**src/sv/tki_pkg.sv**
```systemverilog
// Types, codes and helper functions of the thruster kill interlock
package tki_pkg;

  localparam int unsigned KindW   = 3;
  localparam int unsigned SourceW = 2;
  localparam int unsigned ModeW   = 8;
  localparam int unsigned TargetW = 8;
  localparam int unsigned RawW    = 16;
  localparam int unsigned SpeedW  = 11;
  localparam int unsigned KillW   = 6;
  localparam int unsigned PeriodW = 16;
  localparam int unsigned ApbAddrW = 3;
  localparam int unsigned ApbDataW = 32;

  // Item kinds
  typedef enum logic [KindW-1:0] {
    KIND_SOFT_KILL = 3'd0,
    KIND_LINK      = 3'd1,
    KIND_RC_THRUST = 3'd2,
    KIND_PC_THRUST = 3'd3,
    KIND_HARD_KILL = 3'd4,
    KIND_ESC_CTRL  = 3'd5,
    KIND_TICK      = 3'd6
  } kind_e;

  // Light-tower states
  typedef enum logic [1:0] {
    LAMP_AUTO    = 2'd0,
    LAMP_RC      = 2'd1,
    LAMP_KILLED  = 2'd2,
    LAMP_STATION = 2'd3
  } lamp_e;

  // ESC commands
  typedef enum logic [1:0] {
    ESC_NONE   = 2'd0,
    ESC_KILL   = 2'd1,
    ESC_UNKILL = 2'd2
  } esc_cmd_e;

  // Control modes
  localparam logic [ModeW-1:0] MODE_AUTO    = 8'd1;
  localparam logic [ModeW-1:0] MODE_RC      = 8'd2;
  localparam logic [ModeW-1:0] MODE_STATION = 8'd3;

  // Soft-kill sources and ESC targets
  localparam logic [SourceW-1:0] SRC_SBC = 2'd0;
  localparam logic [SourceW-1:0] SRC_RC  = 2'd1;
  localparam logic [TargetW-1:0] SEL_ESC1 = 8'd1;
  localparam logic [TargetW-1:0] SEL_ESC2 = 8'd2;

  // Kill-reason bit positions
  localparam int unsigned BIT_HARD  = 0;
  localparam int unsigned BIT_SBC   = 1;
  localparam int unsigned BIT_RC    = 2;
  localparam int unsigned BIT_TELEM = 3;
  localparam int unsigned BIT_ESC1  = 4;
  localparam int unsigned BIT_ESC2  = 5;

  localparam logic [KillW-1:0] KILL_RESET = 6'b001111;
  localparam logic [1:0]       ESC_OFF_ALL = 2'b11;
  localparam logic [PeriodW-1:0] BLINK_RESET = 16'd500;

  // Lamp pin codes
  localparam logic [2:0] PIN_GREEN  = 3'b001;
  localparam logic [2:0] PIN_YELLOW = 3'b010;
  localparam logic [2:0] PIN_RED    = 3'b100;
  localparam logic [2:0] PIN_NONE   = 3'b000;

  // Register index (byte address bit 2)
  localparam logic REG_BLINK_PERIOD = 1'b0;

  localparam logic signed [SpeedW-1:0] SPEED_MAX = 11'sd1000;

  // Scale a raw command: floor(raw*5/16) - 1000, clamped to +1000
  function automatic logic signed [SpeedW-1:0] scale_speed(input logic [RawW-1:0] raw);
    logic [RawW+2:0]  prod;
    logic [RawW-2:0]  quot;
    logic signed [RawW:0] v;
    prod = ({3'b000, raw} << 2) + {3'b000, raw};
    quot = prod[RawW+2:4];
    v    = $signed({2'b00, quot}) - 17'sd1000;
    if (v > 17'sd1000) begin
      return SPEED_MAX;
    end
    return v[SpeedW-1:0];
  endfunction

endpackage

```
**src/sv/tki_item_if.sv**
```systemverilog
// Input channel: one decoded bus message or time tick per transaction
interface tki_item_if;
  logic                          valid;
  logic                          ready;
  logic [tki_pkg::KindW-1:0]     kind;
  logic                          kill_request;
  logic [tki_pkg::SourceW-1:0]   kill_source;
  logic [tki_pkg::ModeW-1:0]     mode_value;
  logic [tki_pkg::TargetW-1:0]   esc_select;
  logic [tki_pkg::RawW-1:0]      raw_speed_0;
  logic [tki_pkg::RawW-1:0]      raw_speed_1;
  logic [tki_pkg::RawW-1:0]      raw_speed_2;
  logic [tki_pkg::RawW-1:0]      raw_speed_3;

  modport source (
    output valid, kind, kill_request, kill_source, mode_value, esc_select,
           raw_speed_0, raw_speed_1, raw_speed_2, raw_speed_3,
    input  ready
  );
  modport sink (
    input  valid, kind, kill_request, kill_source, mode_value, esc_select,
           raw_speed_0, raw_speed_1, raw_speed_2, raw_speed_3,
    output ready
  );
endinterface

```
**src/sv/tki_result_if.sv**
```systemverilog
// Result channel: speeds, ESC commands, kill reasons and lamp drive
interface tki_result_if;
  logic                              valid;
  logic                              ready;
  logic                              speed_valid;
  logic signed [tki_pkg::SpeedW-1:0] speed_0;
  logic signed [tki_pkg::SpeedW-1:0] speed_1;
  logic signed [tki_pkg::SpeedW-1:0] speed_2;
  logic signed [tki_pkg::SpeedW-1:0] speed_3;
  logic [1:0]                        esc1_command;
  logic [1:0]                        esc2_command;
  logic [tki_pkg::KillW-1:0]         kill_reason_bits;
  logic [1:0]                        lamp_state;
  logic [2:0]                        lamp_pins;

  modport source (
    output valid, speed_valid, speed_0, speed_1, speed_2, speed_3,
           esc1_command, esc2_command, kill_reason_bits, lamp_state, lamp_pins,
    input  ready
  );
  modport sink (
    input  valid, speed_valid, speed_0, speed_1, speed_2, speed_3,
           esc1_command, esc2_command, kill_reason_bits, lamp_state, lamp_pins,
    output ready
  );
endinterface

```
**src/sv/thruster_kill_interlock_unit.sv**
```systemverilog
// An accepted transaction shows its registered result from the following cycle on.
// Throughput: one transaction per cycle; the single result register is the only stage.
// The input is taken whenever the result register is empty or is being drained.
// Reset (rst_ni low, asynchronous): all kill reasons but the ESC bits set, both ESCs
// killed, tower killed, mode 0, blink timer cleared, blink period 500, no result held.
module thruster_kill_interlock_unit (
  input  logic                            clk_i,
  input  logic                            rst_ni,
  tki_item_if.sink                        item_i,
  tki_result_if.source                    result_o,
  input  logic                            psel,
  input  logic                            penable,
  input  logic                            pwrite,
  input  logic [tki_pkg::ApbAddrW-1:0]    paddr,
  input  logic [tki_pkg::ApbDataW-1:0]    pwdata,
  output logic [tki_pkg::ApbDataW-1:0]    prdata,
  output logic                            pready
);

  // State
  logic [tki_pkg::KillW-1:0]   kill_q, kill_d;
  logic [tki_pkg::ModeW-1:0]   mode_q, mode_d;
  logic [1:0]                  esc_off_q, esc_off_d;
  tki_pkg::lamp_e              tower_q, tower_d;
  logic                        blink_on_q, blink_on_d;
  logic [tki_pkg::PeriodW-1:0] ticks_q, ticks_d, ticks_inc;
  logic [tki_pkg::PeriodW-1:0] period_q;

  // Result register
  logic                              out_valid_q;
  logic                              spd_valid_q, spd_valid_d;
  logic signed [tki_pkg::SpeedW-1:0] spd0_q, spd1_q, spd2_q, spd3_q;
  tki_pkg::esc_cmd_e                 cmd1_q, cmd1_d, cmd2_q, cmd2_d;
  logic [2:0]                        pins_q, pins_d;

  logic            accept;
  logic            cfg_wr;
  tki_pkg::kind_e  kind;

  assign kind   = tki_pkg::kind_e'(item_i.kind);
  assign item_i.ready = !out_valid_q || result_o.ready;
  assign accept = item_i.valid && item_i.ready;

  // Configuration port
  assign pready = 1'b1;
  assign cfg_wr = psel && penable && pwrite && pready;
  assign prdata = (paddr[2] == tki_pkg::REG_BLINK_PERIOD)
                  ? {{(tki_pkg::ApbDataW-tki_pkg::PeriodW){1'b0}}, period_q}
                  : '0;

  always_ff @(posedge clk_i or negedge rst_ni) begin
    if (!rst_ni) begin
      period_q <= tki_pkg::BLINK_RESET;
    end else if (cfg_wr && paddr[2] == tki_pkg::REG_BLINK_PERIOD) begin
      period_q <= pwdata[tki_pkg::PeriodW-1:0];
    end
  end

  // Apply the message to the kill reasons, the mode and the speed-valid flag
  always_comb begin
    kill_d      = kill_q;
    mode_d      = mode_q;
    spd_valid_d = 1'b0;
    unique case (kind)
      tki_pkg::KIND_SOFT_KILL: begin
        if (item_i.kill_source == tki_pkg::SRC_SBC) begin
          if (mode_q != tki_pkg::MODE_RC) begin
            kill_d[tki_pkg::BIT_SBC] = item_i.kill_request;
          end
        end else if (item_i.kill_source == tki_pkg::SRC_RC) begin
          kill_d[tki_pkg::BIT_RC] = item_i.kill_request;
        end
      end
      tki_pkg::KIND_LINK: begin
        mode_d = item_i.mode_value;
        if (item_i.mode_value == tki_pkg::MODE_RC) begin
          kill_d[tki_pkg::BIT_SBC] = 1'b0;
        end
      end
      tki_pkg::KIND_RC_THRUST: begin
        spd_valid_d = (mode_q == tki_pkg::MODE_RC);
        kill_d[tki_pkg::BIT_TELEM] = 1'b0;
      end
      tki_pkg::KIND_PC_THRUST: begin
        spd_valid_d = (mode_q == tki_pkg::MODE_AUTO) || (mode_q == tki_pkg::MODE_STATION);
      end
      tki_pkg::KIND_HARD_KILL: begin
        kill_d[tki_pkg::BIT_HARD] = item_i.kill_request;
      end
      tki_pkg::KIND_ESC_CTRL: begin
        if (item_i.esc_select == tki_pkg::SEL_ESC1) begin
          kill_d[tki_pkg::BIT_ESC1] = item_i.kill_request;
        end else if (item_i.esc_select == tki_pkg::SEL_ESC2) begin
          kill_d[tki_pkg::BIT_ESC2] = item_i.kill_request;
        end
      end
      default: begin
      end
    endcase
  end

  // Evaluate the kill logic and the tower state
  always_comb begin
    tower_d = tower_q;
    if (|kill_d[tki_pkg::BIT_TELEM:tki_pkg::BIT_HARD]) begin
      esc_off_d = tki_pkg::ESC_OFF_ALL;
      tower_d   = tki_pkg::LAMP_KILLED;
    end else begin
      esc_off_d = {kill_d[tki_pkg::BIT_ESC2], kill_d[tki_pkg::BIT_ESC1]};
      case (mode_d)
        tki_pkg::MODE_AUTO:    tower_d = tki_pkg::LAMP_AUTO;
        tki_pkg::MODE_STATION: tower_d = tki_pkg::LAMP_STATION;
        tki_pkg::MODE_RC:      tower_d = tki_pkg::LAMP_RC;
        default:               tower_d = tower_q;
      endcase
    end
  end

  // Issue a command on each change of an ESC flag
  always_comb begin
    cmd1_d = tki_pkg::ESC_NONE;
    cmd2_d = tki_pkg::ESC_NONE;
    if (esc_off_d[0] != esc_off_q[0]) begin
      cmd1_d = esc_off_d[0] ? tki_pkg::ESC_KILL : tki_pkg::ESC_UNKILL;
    end
    if (esc_off_d[1] != esc_off_q[1]) begin
      cmd2_d = esc_off_d[1] ? tki_pkg::ESC_KILL : tki_pkg::ESC_UNKILL;
    end
  end

  // Drive lamps from the new tower state; the station lamp blinks with the phase held before this transaction
  always_comb begin
    case (tower_d)
      tki_pkg::LAMP_AUTO:    pins_d = tki_pkg::PIN_GREEN;
      tki_pkg::LAMP_RC:      pins_d = tki_pkg::PIN_YELLOW;
      tki_pkg::LAMP_KILLED:  pins_d = tki_pkg::PIN_RED;
      default:               pins_d = blink_on_q ? tki_pkg::PIN_YELLOW : tki_pkg::PIN_NONE;
    endcase
  end

  // Advance the blink timer on a tick
  assign ticks_inc = ticks_q + 1'b1;
  always_comb begin
    ticks_d    = ticks_q;
    blink_on_d = blink_on_q;
    if (kind == tki_pkg::KIND_TICK) begin
      if (ticks_inc >= period_q) begin
        blink_on_d = !blink_on_q;
        ticks_d    = '0;
      end else begin
        ticks_d = ticks_inc;
      end
    end
  end

  // Commit state on each accepted transaction
  always_ff @(posedge clk_i or negedge rst_ni) begin
    if (!rst_ni) begin
      kill_q     <= tki_pkg::KILL_RESET;
      mode_q     <= '0;
      esc_off_q  <= tki_pkg::ESC_OFF_ALL;
      tower_q    <= tki_pkg::LAMP_KILLED;
      blink_on_q <= 1'b0;
      ticks_q    <= '0;
    end else if (accept) begin
      kill_q     <= kill_d;
      mode_q     <= mode_d;
      esc_off_q  <= esc_off_d;
      tower_q    <= tower_d;
      blink_on_q <= blink_on_d;
      ticks_q    <= ticks_d;
    end
  end

  // Hold the result until it is taken
  always_ff @(posedge clk_i or negedge rst_ni) begin
    if (!rst_ni) begin
      out_valid_q <= 1'b0;
    end else if (accept) begin
      out_valid_q <= 1'b1;
    end else if (result_o.ready) begin
      out_valid_q <= 1'b0;
    end
  end

  always_ff @(posedge clk_i) begin
    if (accept) begin
      spd_valid_q <= spd_valid_d;
      spd0_q <= spd_valid_d ? tki_pkg::scale_speed(item_i.raw_speed_0) : '0;
      spd1_q <= spd_valid_d ? tki_pkg::scale_speed(item_i.raw_speed_1) : '0;
      spd2_q <= spd_valid_d ? tki_pkg::scale_speed(item_i.raw_speed_2) : '0;
      spd3_q <= spd_valid_d ? tki_pkg::scale_speed(item_i.raw_speed_3) : '0;
      cmd1_q <= cmd1_d;
      cmd2_q <= cmd2_d;
      pins_q <= pins_d;
    end
  end

  assign result_o.valid            = out_valid_q;
  assign result_o.speed_valid      = spd_valid_q;
  assign result_o.speed_0          = spd0_q;
  assign result_o.speed_1          = spd1_q;
  assign result_o.speed_2          = spd2_q;
  assign result_o.speed_3          = spd3_q;
  assign result_o.esc1_command     = cmd1_q;
  assign result_o.esc2_command     = cmd2_q;
  assign result_o.kill_reason_bits = kill_q;
  assign result_o.lamp_state       = tower_q;
  assign result_o.lamp_pins        = pins_q;

endmodule

```
**src/flat_wrapper.sv**
```systemverilog
// flat-port wrapper written by rule: the top's interface ports become plain ports
module thruster_kill_interlock_unit_flat 
  (clk_i, rst_ni, psel, penable, pwrite, paddr, pwdata, prdata, pready, item_i_valid, item_i_kind, item_i_kill_request, item_i_kill_source, item_i_mode_value, item_i_esc_select, item_i_raw_speed_0, item_i_raw_speed_1, item_i_raw_speed_2, item_i_raw_speed_3, item_i_ready, result_o_valid, result_o_speed_valid, result_o_speed_0, result_o_speed_1, result_o_speed_2, result_o_speed_3, result_o_esc1_command, result_o_esc2_command, result_o_kill_reason_bits, result_o_lamp_state, result_o_lamp_pins, result_o_ready);
  tki_item_if item_i_i ();
  tki_result_if result_o_i ();
  input  logic clk_i;
  input  logic rst_ni;
  input  logic psel;
  input  logic penable;
  input  logic pwrite;
  input  logic [tki_pkg::ApbAddrW-1:0] paddr;
  input  logic [tki_pkg::ApbDataW-1:0] pwdata;
  output logic [tki_pkg::ApbDataW-1:0] prdata;
  output logic pready;
  input wire logic [$bits(item_i_i.valid)-1:0] item_i_valid;
  input wire logic [$bits(item_i_i.kind)-1:0] item_i_kind;
  input wire logic [$bits(item_i_i.kill_request)-1:0] item_i_kill_request;
  input wire logic [$bits(item_i_i.kill_source)-1:0] item_i_kill_source;
  input wire logic [$bits(item_i_i.mode_value)-1:0] item_i_mode_value;
  input wire logic [$bits(item_i_i.esc_select)-1:0] item_i_esc_select;
  input wire logic [$bits(item_i_i.raw_speed_0)-1:0] item_i_raw_speed_0;
  input wire logic [$bits(item_i_i.raw_speed_1)-1:0] item_i_raw_speed_1;
  input wire logic [$bits(item_i_i.raw_speed_2)-1:0] item_i_raw_speed_2;
  input wire logic [$bits(item_i_i.raw_speed_3)-1:0] item_i_raw_speed_3;
  output wire logic [$bits(item_i_i.ready)-1:0] item_i_ready;
  output wire logic [$bits(result_o_i.valid)-1:0] result_o_valid;
  output wire logic [$bits(result_o_i.speed_valid)-1:0] result_o_speed_valid;
  output wire logic [$bits(result_o_i.speed_0)-1:0] result_o_speed_0;
  output wire logic [$bits(result_o_i.speed_1)-1:0] result_o_speed_1;
  output wire logic [$bits(result_o_i.speed_2)-1:0] result_o_speed_2;
  output wire logic [$bits(result_o_i.speed_3)-1:0] result_o_speed_3;
  output wire logic [$bits(result_o_i.esc1_command)-1:0] result_o_esc1_command;
  output wire logic [$bits(result_o_i.esc2_command)-1:0] result_o_esc2_command;
  output wire logic [$bits(result_o_i.kill_reason_bits)-1:0] result_o_kill_reason_bits;
  output wire logic [$bits(result_o_i.lamp_state)-1:0] result_o_lamp_state;
  output wire logic [$bits(result_o_i.lamp_pins)-1:0] result_o_lamp_pins;
  input wire logic [$bits(result_o_i.ready)-1:0] result_o_ready;
  assign item_i_i.valid = item_i_valid;
  assign item_i_i.kind = item_i_kind;
  assign item_i_i.kill_request = item_i_kill_request;
  assign item_i_i.kill_source = item_i_kill_source;
  assign item_i_i.mode_value = item_i_mode_value;
  assign item_i_i.esc_select = item_i_esc_select;
  assign item_i_i.raw_speed_0 = item_i_raw_speed_0;
  assign item_i_i.raw_speed_1 = item_i_raw_speed_1;
  assign item_i_i.raw_speed_2 = item_i_raw_speed_2;
  assign item_i_i.raw_speed_3 = item_i_raw_speed_3;
  assign item_i_ready = item_i_i.ready;
  assign result_o_valid = result_o_i.valid;
  assign result_o_speed_valid = result_o_i.speed_valid;
  assign result_o_speed_0 = result_o_i.speed_0;
  assign result_o_speed_1 = result_o_i.speed_1;
  assign result_o_speed_2 = result_o_i.speed_2;
  assign result_o_speed_3 = result_o_i.speed_3;
  assign result_o_esc1_command = result_o_i.esc1_command;
  assign result_o_esc2_command = result_o_i.esc2_command;
  assign result_o_kill_reason_bits = result_o_i.kill_reason_bits;
  assign result_o_lamp_state = result_o_i.lamp_state;
  assign result_o_lamp_pins = result_o_i.lamp_pins;
  assign result_o_i.ready = result_o_ready;
  thruster_kill_interlock_unit u_core (.clk_i(clk_i), .rst_ni(rst_ni), .item_i(item_i_i), .result_o(result_o_i), .psel(psel), .penable(penable), .pwrite(pwrite), .paddr(paddr), .pwdata(pwdata), .prdata(prdata), .pready(pready));
endmodule
```
**config.mk**
```make
export PLATFORM = sky130hd
export DESIGN_NAME = thruster_kill_interlock_unit_flat
export DESIGN_NICKNAME = d
export VERILOG_FILES = /design/src/sv/tki_pkg.sv /design/src/sv/tki_item_if.sv /design/src/sv/tki_result_if.sv /design/src/sv/thruster_kill_interlock_unit.sv /design/src/flat_wrapper.sv
export SDC_FILE = /design/constraint.sdc
export NUM_CORES = 1
export LEC_CHECK = 0
export CAP_MARGIN = 10
export CORE_MARGIN = 1.5
export CORE_UTILIZATION = 59
export DETAILED_ROUTE_END_ITERATION = 16
export DONT_BUFFER_PORTS = 1
export PLACE_DENSITY_LB_ADDON = 0.08
export SLEW_MARGIN = 10
export SYNTH_ARGS = -nofsm -noshare
export SYNTH_HDL_FRONTEND = slang
export SYNTH_SLANG_ARGS = --single-unit
```
**constraint.sdc**
```tcl
create_clock -name clk_i -period 4.2 [get_ports clk_i]
set_input_delay 1.05 -clock clk_i [delete_from_list [all_inputs] [get_ports clk_i]]
set_output_delay 1.05 -clock clk_i [all_outputs]
set_load 0.01 [all_outputs]
```
==> metrics.md <==
| Metric | Value |
|---|---|
| Status | `finished, final reports clean` |
| WL per Instance | `approximately 17 um` |
| Total grt overflow | `0` |
| Mapped Area | `between 8000 and 9000 sq um` |
| Hold WC Path Type | `in2async` |
| Post-Place Cells | `1179` |
| Post-route DRC | `0` |
| Final period util | `0.952` |
| GP Congestion | `0.918` |
| Mean post-synth cell area | `~9.1 sq um` |
| Largest family of logic cells by synthesized area | `simple AND/OR/NAND/NOR gates` |
| Final Hold Fails | `0` |
| Cell type with the largest total area after synthesis | `edfxtp_1` |
| DR vias/cell | `6.03` |
| Max Cap Violations | `0` |
| Max Freq | `between 0.2 and 0.3 GHz` |
| CTS sink cnt | `between 100 and 150` |
| CP Data Arrival Time | `4.05 ns` |
| Drt first-iter violations | `381` |
| Ys Warns | `0` |
| Final HPWL DP | `around 17000 um` |
| Sequential share of the synthesized area | `0.334` |
| Clock Tree Buf Depth | `2` |
| Net Sw Frac | `0.346` |
| Post-Route WL | `approximately 21000 um` |
| Buf/Inv on CP | `2` |
| Flops & latches, synth | `roughly 100` |
| Synth-to-Final Area Change | `10.7%` |
| Yosys top cell area share | `0.181` |
| Commonest cells in the netlist | `nor2_1, ha_1, nand2_1, a21oi_1, xnor2_1` |
| Total GRT Usage | `0.267` |
| P per Cell Area | `approximately 350 nW/um^2` |
| Vias | `between 7000 and 8000` |
| DR pass1 iterations | `5` |
| Area contributors post-synth | `edfxtp_1, dfrtp_1, ha_1, xnor2_1, nor2_1` |
| Slew margin rel. | `0.320` |
| Final Non-Filler Cells | `~1200` |
| Critical path class | `in2reg` |
| Chip Height | `about 120 um` |
| CP Max Fanout | `8` |
| Worst-skew pair later-pin latency | `around 0.36 ns` |
| Mux contribution to synthesized area | `0.0435` |
| Initial antenna violation count | `5` |
| First-pass GRT wire length | `about 32000 um` |
| Post-Synth Adder-Cell Area | `0.112` |
| Tmin final | `between 3 and 4 ns` |
| RSZ-0062 raised after global routing | `false` |
| CTS tree | `yes` |
| Fin Clk Skew | `0.0111 ns` |
| Most common cell on crit path | `a21oi_1` |
| Die Wd | `124 um` |
| Compound-Gate Fraction of Synth Area | `0.180` |
| Slowest CP cell | `a311oi_1` |
| Top-count cell post-synth | `nor2_1` |
| Vias in the first global route | `between 7000 and 8000` |
| Row count | `between 40 and 50` |
| Synth Instances | `roughly 950` |
| Die ar. | `~15000 sq um` |
| CP max stage delay | `0.42 ns` |
| Fin. max-slew vios | `0` |
| Ys flop type | `edfxtp_1` |
| Port-buffer cells | `0` |
| Clock share of power | `0.248` |
| Internal cell power | `between 0.002 and 0.0025 W` |
| Nets | `between 1000 and 1500` |
| Crit start category | `input port` |
| Required @ worst endpoint | `between 4 and 5 ns` |
| Xor/xnor share of the synthesized area | `0.0863` |
| H-tree depth | `3` |
| Slew at the pin closest to its max-slew limit | `between 1 and 1.5 ns` |
| Count of cell types in the netlist | `84` |
| Simple-gate share of the synthesized area | `0.196` |
| EDFF count, synth | `between 50 and 60` |
| R2R depth | `13` |
| Fill count | `approximately 1200` |
| # IOs | `223` |
| NetSw | `0.00116 W` |
| Max VDD drop | `~0.00022 V` |
| Sequential share of power | `0.390` |
| Asr flop ratio synth | `0.500` |
| CP Capture Type | `flop` |
| Cell family with most CP delay | `compound AO/OA/AOI/OAI gates` |
| Root buffer cell | `clkbuf_16` |
| Largest net degree at the start of global routing | `between 50 and 60` |
| CP cell instances | `ha_1 -> a21oi_1 -> a21oi_1 -> o21a_1 -> buf_4 -> or3_1 -> and3_1 -> a311oi_1 -> xnor2_1 -> nor3_1 -> a31oi_1 -> o41ai_4 -> buf_4 -> a21oi_1` |
| Final setup viols | `0` |
| Core region area | `roughly 14000 sq um` |
| Fin Setup TNS | `0 ns` |
| Number of nets with antenna violations after routing | `0` |
| Share of layout cells above drive strength 1 | `0.172` |
| LEAKAGE | `~4.2 nW` |
| CTS Hold Buffers Added | `0` |
| Starting density of the core | `0.598` |
| Clk pin slew, worst setup/hold paths | `0.08 ns` |
| CP Depth | `14` |
| Combinational power share | `0.363` |
| Cts bufs inserted | `9` |
[path summary, 6_finish.rpt]
kind	start	end	slack [ns]
max	item_i_raw_speed_0[2]	u_core.result_o.speed_0[6]	0.20
min	rst_ni	u_core.result_o.kill_reason_bits[4]	0.38
max reg2reg	u_core.ticks_q[0]	u_core.ticks_q[6]	0.71
min reg2reg	u_core.blink_on_q	u_core.blink_on_q	0.49
max in group asynchronous	rst_ni	u_core.period_q[2]	3.63
min in group clk_i	u_core.blink_on_q	u_core.blink_on_q	0.49
[per-stage QoR]
step           total power [W]  instance area [sq um]  hold WS (ns)  utilization  worst slack, ns
5_1_grt                0.00357                   9550         0.363        0.662           0.0123
4_1_cts                0.00336                   9540         0.370        0.661            0.179
3_3_place_gp           0.00247                   9250         0.471        0.641          -0.0871
2_1_floorplan          0.00220                   8690         0.446            -         -0.00377
6_report               0.00336                   9550         0.378        0.662            0.202
3_5_place_dp           0.00253                   9250         0.472        0.641           -0.193
[flip-flops by register name (all words and copies together) (netlist names)]
register                          count
u_core.mode_q                         8
u_core.result_o.kill_reason_bits      6
u_core.ticks_q                       16
u_core.result_o.lamp_state            2
u_core.period_q                      16
u_core.blink_on_q                     1
u_core.result_o.valid                 1
u_core.result_o.speed_3              11
u_core.result_o.lamp_pins             3
u_core.result_o.esc2_command          2
u_core.result_o.speed_2              11
u_core.esc_off_q                      2
u_core.result_o.speed_1              11
u_core.result_o.speed_valid           1
u_core.result_o.speed_0              11
u_core.result_o.esc1_command          2
[power groups by stage]
stage               logic, W  clock network (W)  registers [W]
global route         0.00136           0.000879        0.00133
finish               0.00122           0.000831        0.00131
CTS                  0.00121           0.000841        0.00131
detailed placement   0.00120                  0        0.00133
global placement     0.00115                  0        0.00132
floorplan           0.000894                  0        0.00131
[worst register-to-register path: stages (launching register included)]
cell	delay, ns
dfrtp_1	0.43
ha_1	0.28
nand3_1	0.19
nor2_1	0.24
and3_1	0.28
and3_1	0.28
nand3_1	0.13
xnor2_1	0.24
ha_1	0.28
a21oi_1	0.12
nor2b_1	0.06
o22a_1	0.20
or2_2	0.38
o41ai_1	0.27
[timing repair]
item                                    in CTS  in global routing
gates resized for setup                      0                  1
setup buffers                                0                  1
endpoints found under the setup margin       0                  6
[final cells by class]
cell class,count,area [sq um],area share
diodes,3,7.51,0.000786
clock buffers,9,225,0.0236
clock inverters,7,58.8,0.00616
inverters,41,154,0.0161
multi-input cells,772,5400,0.566
flip-flops and latches,104,2880,0.301
well taps,184,230,0.0241
repair buffers,79,593,0.0621
[layer usage]
layer	wire [um]	track usage	up-vias
met5	21	0	-
met2	10200	0.468	213
met1	8720	0.321	3394
li1	-	-	3572
met4	514	0.0881	4
met3	1420	0.0668	42
[cell families after synthesis]
group / count (synthesis)
xor+xnor: 85
fa+ha+maj: 77
mux: 34
simple gates: 332
flops: 104
other cells: 2
compound gates: 227
buf+inv: 85
[cell usage in the layout, fill, tap and decap left out, types with 17 or more instances in the layout]
cell type | netlist | final
nand2_1 | 60 | 60
buf_4 | 17 | 79
nand3_1 | 30 | 30
inv_1 | 41 | 40
a21oi_1 | 59 | 57
nand2b_1 | 24 | 24
and3_1 | 21 | 21
mux2_2 | 28 | 28
nor2_1 | 96 | 96
dfrtp_1 | 39 | 39
xor2_1 | 32 | 32
o21ai_0 | 51 | 50
edfxtp_1 | 52 | 52
ha_1 | 77 | 77
xnor2_1 | 53 | 53
conb_1 | 2 | 17
(Power assumes the default switching activity.)
